<file path="config.mk">
export PLATFORM = sky130hd
export DESIGN_NAME = pcc_mul
export DESIGN_NICKNAME = d
export VERILOG_FILES = /design/src/sv/pcc_pkg.sv /design/src/sv/pcc_mul.sv
export SDC_FILE = /design/constraint.sdc
export NUM_CORES = 2
export LEC_CHECK = 0
export BUFFER_PORTS_ARGS = -buffer_cell sky130_fd_sc_hd__buf_2
export CAP_MARGIN = 0
export CORE_AREA = 2 2 311 313
export CTS_BUF_LIST = sky130_fd_sc_hd__clkbuf_16
export CTS_CLUSTER_SIZE = 24
export DETAILED_ROUTE_END_ITERATION = 8
export DIE_AREA = 0 0 313 315
export GPL_TIMING_DRIVEN = 0
export MAX_ROUTING_LAYER = met4
export PLACE_DENSITY_LB_ADDON = 0.1
export SYNTH_ARGS = -nofsm -noshare
export SYNTH_HDL_FRONTEND = slang
export SYNTH_SLANG_ARGS = --single-unit
</file>
<file path="constraint.sdc">
create_clock -name clk -period 9.9 [get_ports clk]
set_input_delay 0.495 -clock clk [delete_from_list [all_inputs] [get_ports clk]]
set_output_delay 0.495 -clock clk [all_outputs]
set_load 0.005 [all_outputs]
</file>
<file path="src/sv/pcc_pkg.sv">
package pcc_pkg;

  localparam int SAMPLE_W = 16;
  localparam int XW       = 17;
  localparam int SQ_W     = 31;
  localparam int XY_W     = 32;
  localparam int SX_W     = 33;
  localparam int SXX_W    = 47;
  localparam int SXY_W    = 48;
  localparam int WORD_W   = 64;
  localparam int HALF_W   = 32;
  localparam int PROD_W   = 128;
  localparam int PQ_W     = 126;
  localparam int REM_W    = 127;
  localparam int QUO_W    = 33;
  localparam int RAD_W    = 34;
  localparam int ROOT_W   = 17;
  localparam int SR_W     = 20;
  localparam int STEP_W   = 6;
  localparam int OUT_W    = 16;

  localparam logic [OUT_W-1:0] Q15_MAX = 16'h7FFF;

  typedef struct packed {
    logic signed [XW-1:0]   x;
    logic signed [XW-1:0]   y;
    logic [SQ_W-1:0]        xx;
    logic [SQ_W-1:0]        yy;
    logic signed [XY_W-1:0] xy;
    logic                   last;
  } pair_t;

  typedef struct packed {
    logic              start;
    logic [WORD_W-1:0] a;
    logic [WORD_W-1:0] b;
  } mul_req_t;

  typedef struct packed {
    logic              done;
    logic [PROD_W-1:0] p;
  } mul_rsp_t;

  typedef enum logic [2:0] {
    ST_ACC,
    ST_MUL,
    ST_DIV,
    ST_SQRT,
    ST_DONE
  } back_state_t;

  typedef enum logic [2:0] {
    OP_N_SXX,
    OP_SX_SX,
    OP_N_SYY,
    OP_SY_SY,
    OP_N_SXY,
    OP_SX_SY,
    OP_C_C,
    OP_VX_VY
  } mul_op_t;

endpackage

</file>
<file path="src/sv/pcc_mul.sv">
module pcc_mul (
  input  logic              clk,
  input  logic              rst_n,
  input  pcc_pkg::mul_req_t req,
  output pcc_pkg::mul_rsp_t rsp
);
  import pcc_pkg::*;

  // A 64x64 product built from four 32x32 partial products, one per cycle.
  logic [WORD_W-1:0] a_r, b_r;
  logic [1:0]        idx_r, idx_nxt;
  logic              busy_r, busy_nxt;
  logic [WORD_W-1:0] pp_r;
  logic [1:0]        pp_idx_r;
  logic              pp_valid_r, pp_valid_nxt;
  logic [PROD_W-1:0] acc_r, acc_nxt, pp_shift;
  logic              done_r, done_nxt;
  logic [HALF_W-1:0] a_half, b_half;
  logic [1:0]        shift_sel;

  assign a_half    = idx_r[0] ? a_r[WORD_W-1:HALF_W] : a_r[HALF_W-1:0];
  assign b_half    = idx_r[1] ? b_r[WORD_W-1:HALF_W] : b_r[HALF_W-1:0];
  assign shift_sel = {1'b0, pp_idx_r[0]} + {1'b0, pp_idx_r[1]};

  always_comb begin
    case (shift_sel)
      2'd0:    pp_shift = {{WORD_W{1'b0}}, pp_r};
      2'd1:    pp_shift = {{HALF_W{1'b0}}, pp_r, {HALF_W{1'b0}}};
      2'd2:    pp_shift = {pp_r, {WORD_W{1'b0}}};
      default: pp_shift = '0;
    endcase
  end

  always_comb begin
    busy_nxt     = busy_r;
    idx_nxt      = idx_r;
    pp_valid_nxt = busy_r;
    acc_nxt      = acc_r;
    done_nxt     = pp_valid_r && (pp_idx_r == 2'd3);
    if (req.start) begin
      busy_nxt = 1'b1;
      idx_nxt  = 2'd0;
      acc_nxt  = '0;
    end else begin
      if (busy_r) begin
        idx_nxt = idx_r + 2'd1;
        if (idx_r == 2'd3) begin
          busy_nxt = 1'b0;
        end
      end
      if (pp_valid_r) begin
        acc_nxt = acc_r + pp_shift;
      end
    end
  end

  always_ff @(posedge clk) begin
    if (!rst_n) begin
      busy_r     <= 1'b0;
      pp_valid_r <= 1'b0;
      done_r     <= 1'b0;
      idx_r      <= 2'd0;
    end else begin
      busy_r     <= busy_nxt;
      pp_valid_r <= pp_valid_nxt;
      done_r     <= done_nxt;
      idx_r      <= idx_nxt;
    end
  end

  always_ff @(posedge clk) begin
    if (req.start) begin
      a_r <= req.a;
      b_r <= req.b;
    end
    pp_r     <= a_half * b_half;
    pp_idx_r <= idx_r;
    acc_r    <= acc_nxt;
  end

  assign rsp.done = done_r;
  assign rsp.p    = acc_r;

endmodule

</file>
-- After elaboration in Yosys (flattened, before gate mapping)
Index checks and enable logic that the tools add are counted.
Widths: inputs -> output; s select.
- output and inout bits: 129
- logic and storage cells: 27
- bits of input ports: 131
- register bits: 327
- bitwise gates (word level): 1
- reductions and logical operators: 3
- $mul: 1
- add/sub/neg operators: 3
- muxes and demuxes: 6
- equality and inequality tests: 4
- operators with widths (cell ; count):
    $pmux 128 s3 ; 1
    $add 128x128->128 ; 1
    $mul 32x32->64 ; 1
    $mux 32 ; 2
    $eq 2x2->1 const B ; 3
    $mux 1 ; 3
    $add 1x1->2 ; 1
    $add 2x1->2 const B ; 1
    $eq 2x1->1 const B ; 1
    $logic_not 2->1 ; 1
    $reduce_or 2->1 ; 1
    $logic_and 1x1->1 ; 1
    $not 1->1 ; 1

-- Depth between registers and ports, before layout
- word-level depth: 4
- depth in mapped cells: 34
- gate-level depth less buffers: 31

-- Least setup slack after synthesis
Ideal clock, no wire load.
- path type: register to register
- start point: reg idx_r[1]
- end point: reg pp_r[62]
- cell stages (with the launch flop): 31
- period minus slack after synthesis: 8599 ps
- library setup time: 72 ps
- setup slack: 1301 ps
- required time: 9828 ps
- data arrival time: 8527 ps
- buffers on the path: 3
- cells stage by stage: dfxtp_1 -> clkbuf_1 -> buf_1 -> mux2i_1 -> clkbuf_1 -> nor2_1 -> fa_1 -> fa_1 -> inv_1 -> fa_1 -> fa_1 -> inv_1 -> fa_1 -> fa_1 -> fa_1 -> inv_1 -> fa_1 -> inv_1 -> ha_1 -> nand2_1 -> nand2_1 -> a21o_1 -> a21o_1 -> a2111oi_0 -> nor2_1 -> a31oi_1 -> o41ai_2 -> o41ai_2 -> o21ai_2 -> a221oi_2 -> xnor2_1
- word-level cells in the longest chain between the ends: 2
- ends and longest elaborated chain (item ; RTL line ; source):
    start, declared ; pcc_mul.sv:11 ; logic [1:0] idx_r, idx_nxt;
    start signal, assigned ; pcc_mul.sv:67 ; idx_r <= idx_nxt;
    $mux 32 ; pcc_mul.sv:22 ; assign b_half = idx_r[1] ? b_r[WORD_W-1:HALF_W] : b_r[HALF_W-1:0];
    $mul 32x32->64 ; pcc_mul.sv:76 ; pp_r <= a_half * b_half;
    end signal, assigned ; pcc_mul.sv:76 ;
    end, declared ; pcc_mul.sv:13 ; logic [WORD_W-1:0] pp_r;
No other way between the ends.
A chain may end at the register's enable or synchronous reset.

-- Worst setup path in the final report
- start point: reg idx_r[0]
- end point: reg pp_r[60]
- word-level cells in the longest chain between the ends: 2
- ends and longest elaborated chain (item ; RTL line ; source):
    $mux 32 ; pcc_mul.sv:21 ; assign a_half = idx_r[0] ? a_r[WORD_W-1:HALF_W] : a_r[HALF_W-1:0];
    $mul 32x32->64 ; pcc_mul.sv:76 ;
No other way between the ends.

==> reports/qor.txt <==
CP most frequent cell: fa_1
Clock Latency Late Sink: 640 ps
Synth Area in XOR/XNOR: 3.042%
Clock tree buffer depth: 3
DP Wirelength: 171500 um
ANT nets after route: 0
Initial Util: 54.44%
Worst-path fanout max: 10
Core area: 0.09571 mm2
CTS Sinks: 327
Drt initial violations: 4566
Vias: 44750
Synth Area in Adders: 43.90%
DRC errors left: 0
Final period util: 98.17%
Synth Register Bits: 327
Layout cell share with drive strength beyond 1: 10.43%
PortBufs: 259
Failing checks: capacitance limit, slew limit
MaxCap Viol Count: 1
Least-Margin Pin Slew: 1466 ps
CTS tree: built
Clock slew at reported path FFs: 60 ps
Required @ worst endpoint: 10460 ps
Main synth FF type: dfxtp_1
Slew Limit Fails: 1
Row count: 114
Largest family of logic cells by synthesized area: adder cells
Largest net degree at the start of global routing: 106
Die height: 315 um
Min cycle time layout: 9719 ps
First-pass GRT wire length: 296300 um
Synth warn: 0
Worst clock skew: 18.38 ps
Crit path max-delay family: adder cells
Post-synthesis sequential area ratio: 15.02%
Worst hold path class: in2reg
H-tree levels: 2
Mapped Cells: 5880
Routed WL: 205200 um
Avg Cell Area, Syn: 8.862 um2
Initial antenna violation count: 5
WL met1: 78760 um
Rel. slew slack: -0.5405%
Slowest CP cell: clkbuf_1
Metal2 WL: 86320 um
Worst setup SP type: flop
Total CTS buffers: 41
Post-synthesis async set-or-reset flop share: 0%
Max incr delay on CP: 810 ps
Post-Synthesis Cell Area: 0.05211 mm2
Vias per cell: 5.963
GRT overflow: 0
Final Wtd Congestion: 1.089
Setup violations, final: 0
Arrival time worst endpoint: 10280 ps
DRT Pass-1 Iters: 8
Post-Synth Simple-Gate Area: 14.63%
Final Non-Filler Cells: 7505
DR WL met3: 23360 um
Net Count, Synth: 7301
Wire per inst: 27.35 um
Fmax achieved: 102.9 MHz
NumNets Final: 7611
Critical path capture point type: flop
Fin. Hold Viols: 0
Inst Count DP: 7436
EDFF count, synth: 128
Full die area: 0.09860 mm2
Top Layer Used: met4
Status: complete, but fails checks
Worst R2R Setup Slack: 180 ps
Die W: 313 um
Synth Area in Compound Gates: 10.54%
Area Growth Syn to Fin: 9.982%
Ports: 260
Multiplexer area fraction after synthesis: 3.938%
Critical path buffers and inverters: 8
Root Buffer: clkbuf_16
Cell variety after synth: 90
Kind of critical path: reg2reg
Number of global-route vias before repair: 44850
Total GRT Usage: 43.14%
# hold bufs at CTS: 0
## cell usage in the layout, fill, tap and decap left out, types with 19 or more instances in the layout
cell       count
a21o_1       114
a21oi_1      250
a22o_1        36
a22oi_1       36
a31oi_1       27
and2_1        46
and3_1        48
buf_2        297
buf_6         19
clkbuf_1     140
clkbuf_16     42
clkbuf_2      67
clkbuf_4      23
dfxtp_1      197
edfxtp_1     128
fa_1         897
ha_1         393
inv_1        925
mux2_2        57
mux2i_1       83
mux2i_2       28
mux2i_4       22
nand2_1      648
nand2b_1      21
nand3_1       37
nand4_1       80
nor2_1       833
nor2b_1       20
nor3_1        29
o21a_1        20
o21ai_0      159
o21ai_1       21
o21bai_1      43
xnor2_1      112
xor2_1        69
## flip-flops by register name, summed over array words and instances (netlist names)
signal      flops
pp_r           64
b_r            64
a_r            64
busy_r          1
acc_r         128
pp_idx_r        2
done_r          1
pp_valid_r      1
idx_r           2
## cell usage after synthesis, drive strengths merged, types with 10 or more instances
library cell  number  share of area (%)
xor2              69                1.2
a221oi            13               0.23
nor4              13               0.18
nand4             80               0.96
a22o              36               0.61
and2              46               0.55
o21bai            43               0.62
nor2             833                6.0
nand2            650                4.7
a21o             115                1.7
a22oi             36               0.52
o21ai            182                1.8
or3               12               0.14
xnor2            112                1.9
o31ai             18               0.30
nor3              30               0.30
inv              921                6.6
mux2              64                1.4
a31oi             29               0.38
edfxtp           128                7.4
o211ai            13               0.20
and3              48               0.58
mux2i            133                2.6
a211oi            14               0.22
fa               897                 34
nand2b            21               0.25
clkbuf           262                1.9
ha               393                9.4
dfxtp            199                7.6
nor2b             20               0.24
nand3             37               0.36
a21boi            10               0.14
a21oi            255                2.5
buf               44               0.40
o21a              20               0.29
## cell families after synthesis
kind of cell / Yosys count
simple gates: 1814
fa+ha+maj: 1290
buf+inv: 1227
compound gates: 844
flops: 327
mux: 197
xor+xnor: 181
## stage by stage
stage	worst slack (ps)	util [%]	hold WS (ps)	cell area (um2)	TNS [ps]
5_1_grt	-8.289	59.87	12.21	57300	-10.81
2_1_floorplan	1301	-	365.0	52110	0
6_report	180.8	59.88	28.57	57310	0
4_1_cts	0.7203	59.60	1.739	57040	0
3_5_place_dp	-1891	57.83	469.5	55350	-46150
3_3_place_gp	-1920	57.46	465.4	55000	-43360
## cell type report
cell class / count / area (um2)
Fill cell: 8606 / 38400
Antenna cell: 7 / 17.52
Clock inverter: 33 / 274.0
Clock buffer: 42 / 1051
Sequential cell: 327 / 7830
Inverter: 921 / 3457
Tap cell: 1276 / 1597
Buffer: 288 / 1366
Timing Repair Buffer: 285 / 1620
Multi-Input combinational cell: 4326 / 40090
## what timing repair did
item                       in CTS  in global routing
setup buffers                   1                  4
resized for setup             173                 89
setup endpoints to repair      38                 14
## metal layers
metal / up-vias / global-route usage [%]
li1: 19410 / -
met1: 21940 / 52.97
met2: 2731 / 62.26
met3: 663 / 12.34
met4: 0 / 28.18
met5: - / -
## final timing paths
kind	cells after the start	from	end
worst max-delay path	28	idx_r[0]	pp_r[60]
worst min-delay path	1	req[67]	a_r[3]
worst max register to register	28	idx_r[0]	pp_r[60]
worst min register to register	0	idx_r[1]	pp_idx_r[1]
Power is left out: the tool's default activity adds up to more than one toggle a clock period on the data nets, which glitch-free logic cannot reach.
