### src/sv/pcc_pkg.sv
package pcc_pkg;

  localparam int SAMPLE_W = 16;
  localparam int XW       = 17;
  localparam int SQ_W     = 31;
  localparam int XY_W     = 32;
  localparam int SX_W     = 33;
  localparam int SXX_W    = 47;
  localparam int SXY_W    = 48;
  localparam int WORD_W   = 64;
  localparam int HALF_W   = 32;
  localparam int PROD_W   = 128;
  localparam int PQ_W     = 126;
  localparam int REM_W    = 127;
  localparam int QUO_W    = 33;
  localparam int RAD_W    = 34;
  localparam int ROOT_W   = 17;
  localparam int SR_W     = 20;
  localparam int STEP_W   = 6;
  localparam int OUT_W    = 16;

  localparam logic [OUT_W-1:0] Q15_MAX = 16'h7FFF;

  typedef struct packed {
    logic signed [XW-1:0]   x;
    logic signed [XW-1:0]   y;
    logic [SQ_W-1:0]        xx;
    logic [SQ_W-1:0]        yy;
    logic signed [XY_W-1:0] xy;
    logic                   last;
  } pair_t;

  typedef struct packed {
    logic              start;
    logic [WORD_W-1:0] a;
    logic [WORD_W-1:0] b;
  } mul_req_t;

  typedef struct packed {
    logic              done;
    logic [PROD_W-1:0] p;
  } mul_rsp_t;

  typedef enum logic [2:0] {
    ST_ACC,
    ST_MUL,
    ST_DIV,
    ST_SQRT,
    ST_DONE
  } back_state_t;

  typedef enum logic [2:0] {
    OP_N_SXX,
    OP_SX_SX,
    OP_N_SYY,
    OP_SY_SY,
    OP_N_SXY,
    OP_SX_SY,
    OP_C_C,
    OP_VX_VY
  } mul_op_t;

endpackage

### src/sv/pcc_in_if.sv
interface pcc_in_if;
  import pcc_pkg::*;
  logic                       valid;
  logic                       ready;
  logic signed [SAMPLE_W-1:0] sample_x;
  logic signed [SAMPLE_W-1:0] sample_y;
  logic                       last_pair;
  modport source(output valid, sample_x, sample_y, last_pair, input ready);
  modport sink(input valid, sample_x, sample_y, last_pair, output ready);
endinterface

### src/sv/pcc_front.sv
module pcc_front #(
  parameter int SAMPLE_BITS = 16
) (
  input  logic            clk,
  input  logic            rst_n,
  pcc_in_if.sink          in_ch,
  input  logic            negate_first,
  output pcc_pkg::pair_t  pair_o,
  output logic            pair_valid,
  input  logic            pair_ready
);
  import pcc_pkg::*;

  logic signed [SAMPLE_BITS-1:0] xs, ys;
  logic signed [XW-1:0]          x_ext, y_ext, x_use;
  logic signed [2*XW-1:0]        xx_full, yy_full, xy_full;
  logic                          accept;
  logic                          valid_r, valid_nxt;
  pair_t                         pair_r;

  assign xs      = in_ch.sample_x[SAMPLE_BITS-1:0];
  assign ys      = in_ch.sample_y[SAMPLE_BITS-1:0];
  assign x_ext   = XW'(xs);
  assign y_ext   = XW'(ys);
  // The negated minimum sample still fits, since the lane is one bit wider.
  assign x_use   = negate_first ? -x_ext : x_ext;
  assign xx_full = x_use * x_use;
  assign yy_full = y_ext * y_ext;
  assign xy_full = x_use * y_ext;

  assign in_ch.ready = !valid_r || pair_ready;
  assign accept      = in_ch.valid && in_ch.ready;
  assign valid_nxt   = accept || (valid_r && !pair_ready);

  always_ff @(posedge clk) begin
    if (!rst_n) begin
      valid_r <= 1'b0;
    end else begin
      valid_r <= valid_nxt;
    end
  end

  always_ff @(posedge clk) begin
    if (accept) begin
      pair_r.x    <= x_use;
      pair_r.y    <= y_ext;
      pair_r.xx   <= xx_full[SQ_W-1:0];
      pair_r.yy   <= yy_full[SQ_W-1:0];
      pair_r.xy   <= xy_full[XY_W-1:0];
      pair_r.last <= in_ch.last_pair;
    end
  end

  assign pair_o     = pair_r;
  assign pair_valid = valid_r;

endmodule

### src/flat_wrapper.sv
// flat-port wrapper written by rule: the top's interface ports become plain ports
module pcc_front_flat import pcc_pkg::*;
#(
  parameter int SAMPLE_BITS = 16
)
  (clk, rst_n, negate_first, pair_o, pair_valid, pair_ready, in_ch_valid, in_ch_sample_x, in_ch_sample_y, in_ch_last_pair, in_ch_ready);
  pcc_in_if in_ch_i ();
  input  logic clk;
  input  logic rst_n;
  input  logic negate_first;
  output pcc_pkg::pair_t pair_o;
  output logic pair_valid;
  input  logic pair_ready;
  input wire logic [$bits(in_ch_i.valid)-1:0] in_ch_valid;
  input wire logic [$bits(in_ch_i.sample_x)-1:0] in_ch_sample_x;
  input wire logic [$bits(in_ch_i.sample_y)-1:0] in_ch_sample_y;
  input wire logic [$bits(in_ch_i.last_pair)-1:0] in_ch_last_pair;
  output wire logic [$bits(in_ch_i.ready)-1:0] in_ch_ready;
  assign in_ch_i.valid = in_ch_valid;
  assign in_ch_i.sample_x = in_ch_sample_x;
  assign in_ch_i.sample_y = in_ch_sample_y;
  assign in_ch_i.last_pair = in_ch_last_pair;
  assign in_ch_ready = in_ch_i.ready;
  pcc_front #(.SAMPLE_BITS(SAMPLE_BITS)) u_core (.clk(clk), .rst_n(rst_n), .in_ch(in_ch_i), .negate_first(negate_first), .pair_o(pair_o), .pair_valid(pair_valid), .pair_ready(pair_ready));
endmodule
### config.mk
export PLATFORM = sky130hd
export DESIGN_NAME = pcc_front_flat
export DESIGN_NICKNAME = d
export VERILOG_FILES = /design/src/sv/pcc_pkg.sv /design/src/sv/pcc_in_if.sv /design/src/sv/pcc_front.sv /design/src/flat_wrapper.sv
export SDC_FILE = /design/constraint.sdc
export NUM_CORES = 2
export LEC_CHECK = 0
export BUFFER_PORTS_ARGS = -buffer_cell sky130_fd_sc_hd__buf_4
export CAP_MARGIN = 5
export CORE_ASPECT_RATIO = 0.7
export CORE_MARGIN = 2
export CORE_UTILIZATION = 65
export CTS_CLUSTER_DIAMETER = 100
export DETAILED_ROUTE_END_ITERATION = 16
export PLACE_DENSITY = 0.95
export SYNTH_ARGS = -nofsm -noshare
export SYNTH_HDL_FRONTEND = slang
export SYNTH_SLANG_ARGS = --single-unit
### constraint.sdc
create_clock -name clk -period 13.3 [get_ports clk]
set_input_delay 0.665 -clock clk [delete_from_list [all_inputs] [get_ports clk]]
set_output_delay 0.665 -clock clk [all_outputs]
set_load 0.005 [all_outputs]
* Yosys cells after proc, flatten, opt, wreduce, memory -nomap -nowiden
Cells that the tools add are included.
** Cells by class
- Mux-type cells :: 1
- Multiply operators :: 3
- Reductions and logical operators :: 6
- Add/subtract/negate cells :: 1
** Operators with widths (number)
- $mul 17x16->32 :: 1
- $mul 16x16->31 :: 1
- $mul 17x17->31 :: 1
- $mux 17 :: 1
- $neg 16->17 :: 1
- $logic_and 1x1->1 :: 2
- $logic_not 1->1 :: 2
- $logic_or 1x1->1 :: 2
** Word-level totals
- Input port bits :: 38
- Register bits after elaboration :: 129
- Logic and storage cells :: 18
- Output and inout bits :: 131

* Logic depth before layout (Yosys ltp)
- Depth in word-level cells :: 4
- Mapped depth :: 34
- Gate-level depth less buffers :: 31

* Worst setup path after synthesis
OpenSTA, ideal clock, no wires.
- Path type :: input -> register
- From :: input port in_ch_sample_x[0]
- To :: register u_core.pair_r, in the netlist u_core.pair_o[32] (data pin)
- Library setup time :: 0.264 ns
- Required time :: 13.036 ns
- Path slack :: 5.482 ns
- Data arrival time :: 7.554 ns
- Stages on the path :: 32
- Path buffers :: 4
- Path through :: buf_2 clkinv_1 clkbuf_1 ha_1 nand2b_1 nor2_1 nand2_1 or2_1 and2_1 xnor2_1 inv_1 clkbuf_1 nand2_1 fa_1 fa_1 fa_1 inv_1 fa_1 fa_1 inv_1 fa_1 inv_1 ha_1 clkbuf_1 a21oi_1 nor3b_1 o311ai_1 nand2_1 nor3_1 or3_1 o31ai_1 xnor2_1
** Between the ends
- Cells in the longest elaborated chain, start to end :: 3
** RTL lines
- from (decl) :: line flat_wrapper.sv:15 : input wire logic [$bits(in_ch_i.sample_x)-1:0] in_ch_sample_x;
- $neg 16->17 :: line pcc_front.sv:26 : assign x_use = negate_first ? -x_ext : x_ext;
- $mux 17 :: line pcc_front.sv:26
- net u_core.x_use[14] :: line pcc_front.sv:15 : logic signed [XW-1:0] x_ext, y_ext, x_use;
- $mul 17x16->32 :: line pcc_front.sv:29 : assign xy_full = x_use * y_ext;
- net u_core.xy_full[31] :: line pcc_front.sv:16 : logic signed [2*XW-1:0] xx_full, yy_full, xy_full;
- to (decl) :: line pcc_front.sv:19 : pair_t pair_r;
The timed path passes the listed nets, and every way through them passes these cells.
A chain may end at the register's enable or synchronous reset.

* Final worst setup path
- From :: input port in_ch_sample_x[0]
- To :: register u_core.pair_r, in the netlist u_core.pair_o[31] (data pin)
** Between the ends
- Cells in the longest elaborated chain, start to end :: 3
** RTL lines (line)
- $neg 16->17 :: pcc_front.sv:26
- $mux 17 * :: pcc_front.sv:26
- $mul 17x16->32 * :: pcc_front.sv:29
- net u_core.xy_full[30] :: pcc_front.sv:16
The timed path passes the listed nets; every way through them passes the cells marked *.

==> impl_metrics.yaml <==
clocking:
  cts_made_buffers: 17
  hold_buffers: 0
  cts_repair_resize_count: 0
  clkSinkCount: 125
  post_cts_buffers: 0
  cts-root-buf: "clkbuf_16"
  clkTransAtPathRegs_ns: 0.07
  cts_tree: "built"
  insertion_delay_ns: 0.49
  htreeDepth: 4
  max-clock-path-buffers: 2
finish:
  nets: 4385
  ff_latch_area_um2: 3740
  drive_gt1_share_pct: 7.01
  finalNonFillerCells: 4023
  fillerInstances: 2969
  area_growth_pct: 7.52
  multi_input_area_um2: 24000
critical_path:
  crit_path_end_kind: "flop"
  path_max_fanout: 25
  critPathSlowestCell: "xor2_1"
  critPathKind: "in2reg"
  regToRegStartpoint: "u_core.pair_valid$_SDFF_PN0_"
  cp_data_arrival_time_ns: 9.75
  path_common_cell: "fa_1"
  max_stage_delay_ns: 1.15
  worstPathRequired_ns: 13.65
  start_kind: "input port"
  crit_start: "in_ch_sample_x[0]"
floorplanning:
  num_rows: 67
  die_area_um2: 50600
  io_pins: 169
  start_util_pct: 66.0
  core_region_area_um2: 48000
  die_x_um: 268
  die_h_um: 189
sta:
  fmax_ghz: 0.106
  rsz0062_at_grt: "false"
  fin_crit_ns: 9.40
  tns_ns: 0
  period_share_pct: 70.7
  timing.hold.ws_ns: 0.360
  relSlewSlack_pct: 2.72
  setup_viol: 0
  worst_pin_slew_ns: 1.45
  skew_ns: 0.0166
  slew_viol_final: 0
  hold_violations: 0
grt:
  overflow: 0
  track_usage_pct: 35.9
  grt_antenna_before_repair: 2
  grt_pass1_vias: 26593
  grt_pass1_wl_mm: 138
  grt_max_degree: 74
routing:
  drc: 0
  dr.pass1.iters: 9
  num_vias: 23735
  drt_iter0_drc: 2884
  post_drt_wl_per_cell_um: 21.2
  viasPerCell: 5.90
  ant_nets: 0
  routed_wl_mm: 85.1
synthesis:
  postSynthCellCount: 3256
  async_flop_share_pct: 0
  ys_types: 72
  synth_warnings: 0
  synth_ff_type: "edfxtp_1"
  synthesis.area_um2: 31700
  synth_edf_count: 124
  synth-seq-area-share_pct: 11.8
  ys_ff_latch: 125
  syn_area_per_cell_um2: 9.74
place:
  placedCellCount: 3988
  gp_congestion: 0.973
  dpl.hpwl_mm: 66.2
  port_buffers: 166
worst_hold_path:
  hold_path.class: "in2reg"
  min_from: "in_ch_last_pair"
status:
  outcome: "completed"
job:
  max-cap-violations: 0
==> sequential cells by signal (all words and copies together), names as in the netlist <==
name               cells
u_core.pair_o        124
u_core.pair_valid      1
==> critical path: cells and delay by family <==
kind            cells  cell delay (ns)
simple gates        7             1.78
buf+inv             7             1.51
compound gates      5             1.09
fa+ha+maj           8             3.54
xor+xnor            1             1.15
==> metrics by stage <==
step	utilization [%]	cell area, um2	worst slack, ns
after floorplan	-	31700	5.48
after global placement	69.8	33500	4.04
after detailed placement	69.8	33500	3.76
after CTS	71.0	34100	4.23
after global routing	71.0	34100	3.82
final	71.0	34100	3.90
==> cells in the final DEF (no fill, tap or decap), types with 4 or more instances in the layout <==
master     count
o21a_1        20
o21bai_1      10
nand2b_1      21
clkinv_1       7
o21ai_0       39
edfxtp_1     124
a21boi_0       6
inv_1        929
nor4_1         4
ha_1         246
buf_4        184
nand3_1       12
or3_1          8
a211oi_1       8
nand2_1      329
inv_6          6
xnor2_1       95
xnor2_2        6
nand4_1        5
nor3b_1        4
nor2_1       193
nor2b_1       11
o211ai_1       5
clkbuf_16     17
o31ai_1        9
xor2_1        32
fa_1         749
and2_1        98
a21o_1        24
and3_1         8
nor3_1        16
a21oi_1       71
==> logic make-up (layout without fill, tap and decap cells) <==
family | count (synthesis) | in the layout | share of synthesized area (%)
buffers and inverters | 1047 | 1155 | 12.5
adders and majority gates | 995 | 995 | 57.0
and+or+nand+nor | 723 | 723 | 10.1
AOI/OAI and AO/OA | 229 | 229 | 4.75
xor gates and xnor gates | 134 | 134 | 3.75
DFF | 125 | 125 | 11.8
muxes | 2 | 2 | 0.0671
other | 1 | 5 | 0.0118
==> metal layers <==
| metal | vias up | GRT usage [%] | wire length [um] |
|---|---|---|---|
| met4 | 0 | 19.0 | 5170 |
| met5 | - | 0.676 | 0 |
| met1 | 11599 | 45.5 | 29700 |
| met3 | 519 | 12.6 | 12100 |
| met2 | 1896 | 54.7 | 38200 |
| li1 | 9721 | - | - |
==> area by class of cell <==
| type | count | share of cell area [%] |
|---|---|---|
| repair buffers | 184 | 4.05 |
| clock buffers | 17 | 1.25 |
| multi-input cells | 2085 | 70.5 |
| diodes | 3 | 0.0220 |
| inverters | 939 | 10.3 |
| flip-flops and latches | 125 | 11.0 |
| clock inverters | 15 | 0.440 |
| well taps | 655 | 2.40 |
==> cell usage after synthesis, types with 8 or more instances <==
master,count,area share [%]
fa_1,749,47
or3_1,8,0.16
xor2_1,32,0.88
and2_1,99,2.0
nor2b_1,11,0.22
o31ai_1,9,0.21
nor3_1,16,0.25
a211oi_1,8,0.19
clkbuf_1,86,1.0
nand2b_1,21,0.41
ha_1,246,9.7
nand2_1,329,3.9
edfxtp_1,124,12
and3_1,8,0.16
buf_1,9,0.11
nand3_1,12,0.19
inv_1,929,11
o21bai_1,10,0.24
xnor2_1,100,2.8
a21oi_1,71,1.1
o21ai_0,39,0.62
nor2_1,193,2.3
o21a_1,20,0.47
a21o_1,24,0.57
==> path summary, 6_finish.rpt <==
kind | endpoint | slack [ns] | cells past startpoint
setup / recovery | u_core.pair_o[31]$_DFFE_PP_ | 3.90 | 28
hold / removal | u_core.pair_o[0]$_DFFE_PP_ | 0.36 | 1
setup reg to reg | u_core.pair_o[74]$_DFFE_PP_ | 10.90 | 3
hold reg to reg | u_core.pair_valid$_SDFF_PN0_ | 0.54 | 2
Power is left out: the tool's default activity adds up to more than one toggle a clock period on the data nets, which glitch-free logic cannot reach.
