[src/sv/pcc_pkg.sv]
package pcc_pkg;

  localparam int SAMPLE_W = 16;
  localparam int XW       = 17;
  localparam int SQ_W     = 31;
  localparam int XY_W     = 32;
  localparam int SX_W     = 33;
  localparam int SXX_W    = 47;
  localparam int SXY_W    = 48;
  localparam int WORD_W   = 64;
  localparam int HALF_W   = 32;
  localparam int PROD_W   = 128;
  localparam int PQ_W     = 126;
  localparam int REM_W    = 127;
  localparam int QUO_W    = 33;
  localparam int RAD_W    = 34;
  localparam int ROOT_W   = 17;
  localparam int SR_W     = 20;
  localparam int STEP_W   = 6;
  localparam int OUT_W    = 16;

  localparam logic [OUT_W-1:0] Q15_MAX = 16'h7FFF;

  typedef struct packed {
    logic signed [XW-1:0]   x;
    logic signed [XW-1:0]   y;
    logic [SQ_W-1:0]        xx;
    logic [SQ_W-1:0]        yy;
    logic signed [XY_W-1:0] xy;
    logic                   last;
  } pair_t;

  typedef struct packed {
    logic              start;
    logic [WORD_W-1:0] a;
    logic [WORD_W-1:0] b;
  } mul_req_t;

  typedef struct packed {
    logic              done;
    logic [PROD_W-1:0] p;
  } mul_rsp_t;

  typedef enum logic [2:0] {
    ST_ACC,
    ST_MUL,
    ST_DIV,
    ST_SQRT,
    ST_DONE
  } back_state_t;

  typedef enum logic [2:0] {
    OP_N_SXX,
    OP_SX_SX,
    OP_N_SYY,
    OP_SY_SY,
    OP_N_SXY,
    OP_SX_SY,
    OP_C_C,
    OP_VX_VY
  } mul_op_t;

endpackage

[src/sv/pcc_queue.sv]
module pcc_queue (
  input  logic           clk,
  input  logic           rst_n,
  input  pcc_pkg::pair_t wr_data,
  input  logic           wr_valid,
  output logic           wr_ready,
  output pcc_pkg::pair_t rd_data,
  output logic           rd_valid,
  input  logic           rd_ready
);
  import pcc_pkg::*;

  pair_t      mem [2];
  logic       wr_ptr_r, wr_ptr_nxt;
  logic       rd_ptr_r, rd_ptr_nxt;
  logic [1:0] count_r, count_nxt;
  logic       push, pop;

  assign wr_ready = (count_r != 2'd2);
  assign rd_valid = (count_r != 2'd0);
  assign push     = wr_valid && wr_ready;
  assign pop      = rd_valid && rd_ready;
  assign rd_data  = mem[rd_ptr_r];

  always_comb begin
    wr_ptr_nxt = push ? !wr_ptr_r : wr_ptr_r;
    rd_ptr_nxt = pop ? !rd_ptr_r : rd_ptr_r;
    count_nxt  = count_r + {1'b0, push} - {1'b0, pop};
  end

  always_ff @(posedge clk) begin
    if (!rst_n) begin
      wr_ptr_r <= 1'b0;
      rd_ptr_r <= 1'b0;
      count_r  <= 2'd0;
    end else begin
      wr_ptr_r <= wr_ptr_nxt;
      rd_ptr_r <= rd_ptr_nxt;
      count_r  <= count_nxt;
    end
  end

  always_ff @(posedge clk) begin
    if (push) begin
      mem[wr_ptr_r] <= wr_data;
    end
  end

endmodule

[config.mk]
export PLATFORM = sky130hd
export DESIGN_NAME = pcc_queue
export DESIGN_NICKNAME = d
export VERILOG_FILES = /design/src/sv/pcc_pkg.sv /design/src/sv/pcc_queue.sv
export SDC_FILE = /design/constraint.sdc
export NUM_CORES = 1
export LEC_CHECK = 0
export BUFFER_PORTS_ARGS = -buffer_cell sky130_fd_sc_hd__buf_2
export CORE_UTILIZATION = 44
export DETAILED_ROUTE_END_ITERATION = 12
export PLACE_DENSITY = 0.68
export SYNTH_ARGS = -nofsm -noshare
export SYNTH_HDL_FRONTEND = slang
export SYNTH_SLANG_ARGS = --single-unit
[constraint.sdc]
create_clock -name clk -period 9.8 [get_ports clk]
set_input_delay 0.49 -clock clk [delete_from_list [all_inputs] [get_ports clk]]
set_output_delay 0.49 -clock clk [all_outputs]
set_load 0.1 [all_outputs]
---- Word level (Yosys, flattened, before mapping) ----
Memories as Yosys holds them, arrays and structs flattened. A register that Yosys moved wholly into a read port is not among the register bits.
Index checks and enable logic that the tools add are counted.
W data, S select, Z words.
word-level totals
  input port bits ......................... 133
  register bits after elaboration ......... 4
  logic and storage cells ................. 16
  memory bits (writable) .................. 258
  memories ................................ 1
operators by class
  reductions and logical operators ........ 5
  eq/ne operators ......................... 1
  muxes and demuxes ....................... 4
  $add $sub $neg .......................... 2
memory list
  name  depth  bits a word  read ports  clocked after memory_dff  wr ports  RTL line         text
  mem   2      129          1           1                         1         pcc_queue.sv:13  pair_t mem [2];
operator list
  kind                  number
  $mux W1               4
  $add A2 B1 Y2         1
  $logic_and A1 B1 Y1   2
  $logic_not A1 Y1      2
  $ne A2 B2 Y1 const B  1
  $reduce_bool A2 Y1    1
  $sub A2 B1 Y2         1

---- Depth between registers and ports, before layout ----
Gate-level depths: netlist (run 1).
  depth after elaboration ................. 4
  mapped depth ............................ 6
  mapped depth without buffers ............ 6

---- Worst setup path before layout (run 1) ----
No wires, ideal clock.
  path kind ............................... register to register
  from .................................... register count_r[0]
  to ...................................... memory mem[1][0] (netlist name), enable pin
  arrival time ............................ 4,382 ps
  path slack .............................. 4,914 ps
  required time ........................... 9,296 ps
  library setup time ...................... 504 ps
  stages on the path, launching flop included .. 3
  path through ............................ dfxtp_1 nand2b_1 and3_1
on the way
  longest elaborated chain between the ends .. 4
RTL lines
  item                           RTL line         text
  from (decl)                    pcc_queue.sv:16  logic [1:0] count_r, count_nxt;
  from (signal assigned)         pcc_queue.sv:39  count_r <= count_nxt;
  $ne A2 B2 Y1                   pcc_queue.sv:19  assign wr_ready = (count_r != 2'd2);
  named net wr_ready             pcc_queue.sv:6   output logic wr_ready,
  $logic_and A1 B1 Y1            pcc_queue.sv:21  assign push = wr_valid && wr_ready;
  $mux W1                        pcc_queue.sv:44  if (push) begin
  $mux W1 (implied by the code)  pcc_queue.sv:45  mem[wr_ptr_r] <= wr_data;
  to (decl)                      pcc_queue.sv:13
The timed path passes the listed nets, and every way through them passes these cells.

==> flow_metrics.tcl, run 1 <==
set metrics [dict create \
    status "finished, final reports clean" \
    antenna_found_initial 3 \
    clk_pin_slew_ns 0.06 \
    fin_nets 847 \
    post-route-drc-count 0 \
    rsz0062_at_grt "no" \
    drive_gt1_share_pct 59.7 \
    reg2reg_depth 3 \
    leakagePower_nw 4.85 \
    layout_min_cycle_time_ns 3.15 \
    final_cell_mix "buf_2, edfxtp_1, mux2_4, clkbuf_16, mux2_2" \
    slowest_stage "buf_4" \
    first_pass_iters 4 \
    design_area_mm2 0.0124 \
    synth_fp_nets 565 \
    syn-instance-count 431 \
    cts_setup_buffers 0 \
    setup_violations 0 \
    synthesis.area_mm2 0.0101 \
    cts_repair_resize_count 0 \
    clockBufferDepth 3 \
    numCtsBuffers 27 \
    synth-edff-count 258 \
    ys_seq_elements 263 \
    final_antenna_net_count 0 \
    drt_wl_total_mm 18.0 \
    syn_avg_cell_area_um2 23.5 \
    setup_tns_ns 0 \
    cts_max_level 1 \
    cp.arrival_ns 2.66 \
    drv_cap 0 \
    cp_max_fo 62 \
    cp_top_family "buffers and inverters" \
    fin_cells 1019 \
    cts_tree "yes" \
    die-height_um 154 \
    core-area_mm2 0.0226 \
    via_count 4890 \
    place_inst 969 \
    cpPeakStageDelay_ns 0.84 \
    yosysWarnings 0 \
    hold_class "input pin to register" \
    clock_skew_ns 0.00426 \
    critPathKind "register to output port" \
    grt_max_degree 69 \
    tightest_slew_ns 1.11 \
    placed_area_mm2 0.0116 \
    clock-sinks 263 \
    grt_first_pass_wirelength_mm 27.4 \
    cts_hold_buf 0 \
    dpl.hpwl_mm 11.9 \
    endpoint_kind "output port" \
    via_per_inst 4.80 \
    worstSetupEndpoint "rd_data[15]" \
    max_freq_mhz 318 \
    ys_seq_area_share_pct 77.4 \
    port-buffer-count 263 \
    rows 55 \
    gp_congestion 0.753 \
    ys_types 27 \
    crit_buf_inv 2 \
    final_common_cell "buf_2" \
    r2r_end "mem[1][125]" \
    relSlewSlack_pct 26.1 \
    track_usage_pct 14.9 \
    crit_cells 3 \
    worst_skew_pair.late_latency_ns 0.51 \
    root_buffer "clkbuf_16" \
    finalCritPeriodShare_pct 32.1 \
    wire_per_inst_um 17.7 \
    ir_drop_v 0.000241 \
    regToRegSetupSlack_ns 7.01 \
    hold_viol_final 0 \
    synthArstFlopShare_pct 0 \
    gr-total-overflow 0 \
    io_pins 264 \
    die_width_um 154 \
    r2r_start "count_r[0]" \
    grt_pass1_vias 5241 \
    powerDensity_mw_per_mm2 316 \
    initial_core_util_pct 44.8 \
    areaGrowthSynthToFinish_pct 22.8 \
    crit_chain "buf_4, mux2_2, buf_2" \
    startpoint_type "register" \
    synth_ff_type "edfxtp_1" \
    drt_iter0_markers 272 \
    maxSlewViolCount 0 \
    dieArea_mm2 0.0236 \
    critical_path_required_ns 9.31 \
]
## synth_stat cells, types with 2 or more instances
cell type | instances | area share [%]
mux2_2 | 19 | 2.1
buf_12 | 11 | 2.2
nor2_1 | 4 | 0.15
o21ai_0 | 2 | 0.099
mux2_4 | 110 | 16
edfxtp_1 | 258 | 76
dfxtp_1 | 5 | 0.99
and3_1 | 2 | 0.12
inv_1 | 2 | 0.074
## cells by family after synthesis
kind of cell / Yosys count / share of synthesized area, %
XOR/XNOR: 1 / 0.0864
AND/OR/NAND/NOR: 15 / 0.938
AO/OA/AOI/OAI: 6 / 0.432
adder cells (fa/ha/maj): 1 / 0.123
flip-flops: 263 / 77.4
multiplexers: 129 / 18.4
buffers and inverters: 16 / 2.58
## metrics by stage
step	total power [mW]	utilization [%]	setup WS (ns)	hold WS [ns]
CTS	3.97	54.9	6.60	0.132
global placement	2.97	51.2	7.10	0.492
global route	4.05	54.9	6.52	0.132
detailed placement	2.99	51.2	7.01	0.497
floorplan	2.86	-	4.91	0.472
finish	3.93	55.0	6.65	0.161
## flip-flops by register name, indices dropped and copies added, names as in the netlist, named ones only
register and flops:
rd_ptr_r 1, count_r 2, mem 258, wr_ptr_r 1
## worst min-delay path by stage
| stage | start | end | slack, ns | cells past startpoint |
|---|---|---|---|---|
| finish | wr_data[75] | mem[0][75] | 0.16 | 1 |
| global route | wr_data[12] | mem[1][12] | 0.13 | 1 |
| CTS | wr_data[17] | mem[1][17] | 0.13 | 1 |
| detailed placement | rd_ptr_r | register | 0.50 | 2 |
| global placement | rd_ptr_r | rd_ptr_r | 0.49 | 2 |
| floorplan | rd_ptr_r | register | 0.47 | 2 |
## metal layers
metal / track usage [%] / wire (µm)
met4: 4.10 / 298
met3: 5.83 / 1650
met5: 0 / 27
met2: 25.8 / 8980
met1: 17.0 / 7060
## area by class of cell
type	count	area, µm²
antenna	2	5.00
clock inverter	17	149
timing repair buffer	267	1350
tap	285	357
sequential	263	7850
inverter	2	12.5
fill	1752	10200
multi-input combinational	152	2030
clock buffer	31	691
## report_power, final
part | total, mW | leakage, nW | switching [mW] | internal [mW]
Combinational | 1.56 | 1.99 | 1.23 | 0.333
Sequential | 1.40 | 2.46 | 0.0345 | 1.37
Clock | 0.967 | 0.414 | 0.389 | 0.578
Total | 3.93 | 4.85 | 1.65 | 2.28
Note: power is estimated with default switching activity, not from simulation.
==> run 2, diff against run 1 <==
--- a/config.mk
+++ b/config.mk
@@ -5,10 +5,11 @@
 export SDC_FILE = /design/constraint.sdc
 export NUM_CORES = 1
 export LEC_CHECK = 0
+export ABC_AREA = 1
 export BUFFER_PORTS_ARGS = -buffer_cell sky130_fd_sc_hd__buf_2
 export CORE_UTILIZATION = 44
 export DETAILED_ROUTE_END_ITERATION = 12
-export PLACE_DENSITY = 0.68
+export PLACE_DENSITY = 0.69
 export SYNTH_ARGS = -nofsm -noshare
 export SYNTH_HDL_FRONTEND = slang
 export SYNTH_SLANG_ARGS = --single-unit
==> constraint.sdc (replaced) <==
create_clock -name clk -period 3 [get_ports clk]
set_input_delay 0.15 -clock clk [delete_from_list [all_inputs] [get_ports clk]]
set_output_delay 0.15 -clock clk [all_outputs]
set_load 0.1 [all_outputs]
==> flow_metrics.tcl, run 2 <==
set metrics [dict create \
    status "finished, final reports clean" \
    gp_congestion 0.757 \
    critical_path_required_ns 2.85 \
    yosysTopAreaCell "edfxtp_1" \
    endpoint_kind "output port" \
    worst_skew_pair.late_latency_ns 0.52 \
    clock-sinks 263 \
    clock_skew_ns 0.0162 \
    diodes 0 \
    leakagePower_nw 5.05 \
    synth_ff_type "edfxtp_1" \
    via_per_inst 4.79 \
    yosysMostFrequentCell "edfxtp_1" \
    cts_setup_buffers 0 \
    grt_pass1_vias 5963 \
    hold_class "input pin to register" \
    total_power_mw 14.1 \
    syn_avg_cell_area_um2 21.9 \
    numCtsBuffers 26 \
    synthArstFlopShare_pct 0 \
    powerDensity_mw_per_mm2 1050 \
    worstSetupEndpoint "rd_data[3]" \
    cp_max_fo 56 \
    largest_reg_flops 258 \
    grt_busiest_layer "met2" \
    fin_nets 984 \
    synth_mux_area_share_pct 15.2 \
    cts_hold_buf 130 \
    yosysWarnings 0 \
    drt_wl_total_mm 19.9 \
    syn-instance-count 437 \
    rsz0062_at_grt "no" \
    track_usage_pct 17.3 \
    met1_usage_pct 19.4 \
    startpoint_type "register" \
    reg2reg_depth 10 \
    cts_max_level 1 \
    grtUsageMet2_pct 31.8 \
    p_seq_share_pct 34.4 \
    layout_min_cycle_time_ns 2.47 \
    synth-edff-count 258 \
    synth_compound_gate_area_share_pct 0.0522 \
    clk_pin_slew_ns 0.06 \
    r2r_end "count_r[1]" \
    comb_power_share_pct 43.5 \
    ys_seq_area_share_pct 81.9 \
    drv_cap 0 \
    hold_viol_final 0 \
    p_clk_share_pct 22.1 \
    fin_cells 1145 \
    tightest_slew_ns 0.550 \
    dpl.hpwl_mm 12.0 \
    setup_violations 0 \
    cp.arrival_ns 2.32 \
    first_pass_iters 6 \
    p_sw_mw 6.48 \
    regToRegSetupSlack_ns 1.22 \
    initial_core_util_pct 45.2 \
    drive_gt1_share_pct 51.0 \
    critPathKind "register to output port" \
    yosys.area_share.simple_pct 0.836 \
    synthAdderAreaFrac_pct 0.131 \
    p_sw_share_pct 45.9 \
    maxSlewViolCount 0 \
    core-area_mm2 0.0212 \
    place_inst 967 \
    finalCritPeriodShare_pct 82.2 \
    gr-total-overflow 0 \
    max_freq_mhz 406 \
    relSlewSlack_pct 63.4 \
    final_cell_mix "buf_2, edfxtp_1, dlygate4sd3_1, mux2_2, clkbuf_16" \
    antenna_found_initial 0 \
    grt_first_pass_wirelength_mm 29.9 \
    top_regs "mem (258), count_r (2)" \
    r2r_start "count_r[1]" \
    final_antenna_net_count 0 \
    wire_per_inst_um 17.4 \
    grt_max_degree 81 \
    die-height_um 150 \
    ys_seq_elements 263 \
    areaGrowthSynthToFinish_pct 39.8 \
    post-route-drc-count 0 \
    synth_top_family_by_area "multiplexers" \
    synth_xor_area_share_pct 0.0914 \
    yosys.area.top_type_share_pct 80.8 \
    ir_drop_v 0.000723 \
    drt_iter0_markers 205 \
    synthTopCellsByArea "edfxtp_1, mux2_2, buf_6" \
    cts_repair_resize_count 0 \
    cts_tree "yes" \
    final_common_cell "buf_2" \
    synth_commonest_cells "edfxtp_1, mux2_2, buf_6, nand2_1, nor2_1" \
    io_pins 264 \
    top_register "mem" \
    clockBufferDepth 3 \
    root_buffer "clkbuf_16" \
    rows 53 \
    p_int_mw 7.65 \
    via_count 5483 \
    synthesis.area_mm2 0.00958 \
    dieArea_mm2 0.0224 \
    die_width_um 150 \
    synth_fp_nets 571 \
    nFillCells 1505 \
    ys_types 12 \
    port-buffer-count 263 \
    use_met3_pct 4.09 \
]
[run 2: cell types whose count changed after synthesis, sizes merged, moves of 2 or more]
cell / previous run / this run
nand2: 0 / 11
and3: 2 / 0
o21ai: 2 / 0
inv: 2 / 7
nor2: 4 / 9
[run 2: layer usage]
layer	wire length (µm)	vias to the layer above
li1	-	2540
met1	7670	2691
met2	10300	204
met3	1280	48
met4	584	0
met5	0	-
[run 2: worst max-delay path, stage by stage (launching register included)]
cell and delay, ns:
dfxtp_4 0.70, buf_12 0.34, mux2_2 0.39, buf_2 0.29
[run 2: per-stage QoR]
stage | area, µm² | hold WS [ns] | setup slack (ns) | util [%] | setup TNS (ns)
final | 13400 | 0.0231 | 0.534 | 63.1 | 0
after global routing | 13400 | 0.0218 | 0.421 | 63.1 | 0
after CTS | 13400 | 0.00622 | 0.481 | 63.1 | 0
after detailed placement | 11300 | 0.341 | 1.05 | 53.1 | 0
after global placement | 11300 | 0.337 | 1.09 | 53.1 | 0
after floorplan | 9630 | 0.243 | -0.0117 | - | -1.51
[run 2: cell families (layout without fill, tap and decap cells)]
kind of cell               count (synthesis)  count (layout)
AOI/OAI and AO/OA                          1               1
xor gates and xnor gates                   1               1
adders and majority gates                  1               1
buffers and inverters                     21             454
DFF                                      263             263
muxes                                    129             129
and+or+nand+nor                           21              21
[run 2: power groups by stage]
stage	clock network [mW]	registers, mW	logic (mW)
2_1_floorplan	0	4.85	5.26
3_5_place_dp	0	4.94	6.02
5_1_grt	3.34	4.91	6.33
4_1_cts	3.20	4.87	6.17
3_3_place_gp	0	4.90	5.96
6_report	3.12	4.86	6.15
[run 2: worst min path at each step]
stage                             from     endpoint  cells after the start
after floorplan                  rst_n   count_r[0]                      2
after global placement    wr_data[104]  mem[0][104]                      1
after detailed placement  wr_data[100]  mem[1][100]                      1
after CTS                     wr_valid     wr_ptr_r                      5
after global routing          wr_valid     wr_ptr_r                      5
final                         wr_valid     wr_ptr_r                      5
[run 2: cell type report]
class	instances	area [µm²]	area share [%]
Inverter	7	26.3	0.196
Sequential cell	263	7850	58.6
Clock inverter	17	138	1.03
Tap cell	275	344	2.57
Clock buffer	31	691	5.16
Timing Repair Buffer	399	2740	20.4
Multi-Input combinational cell	153	1610	12.0
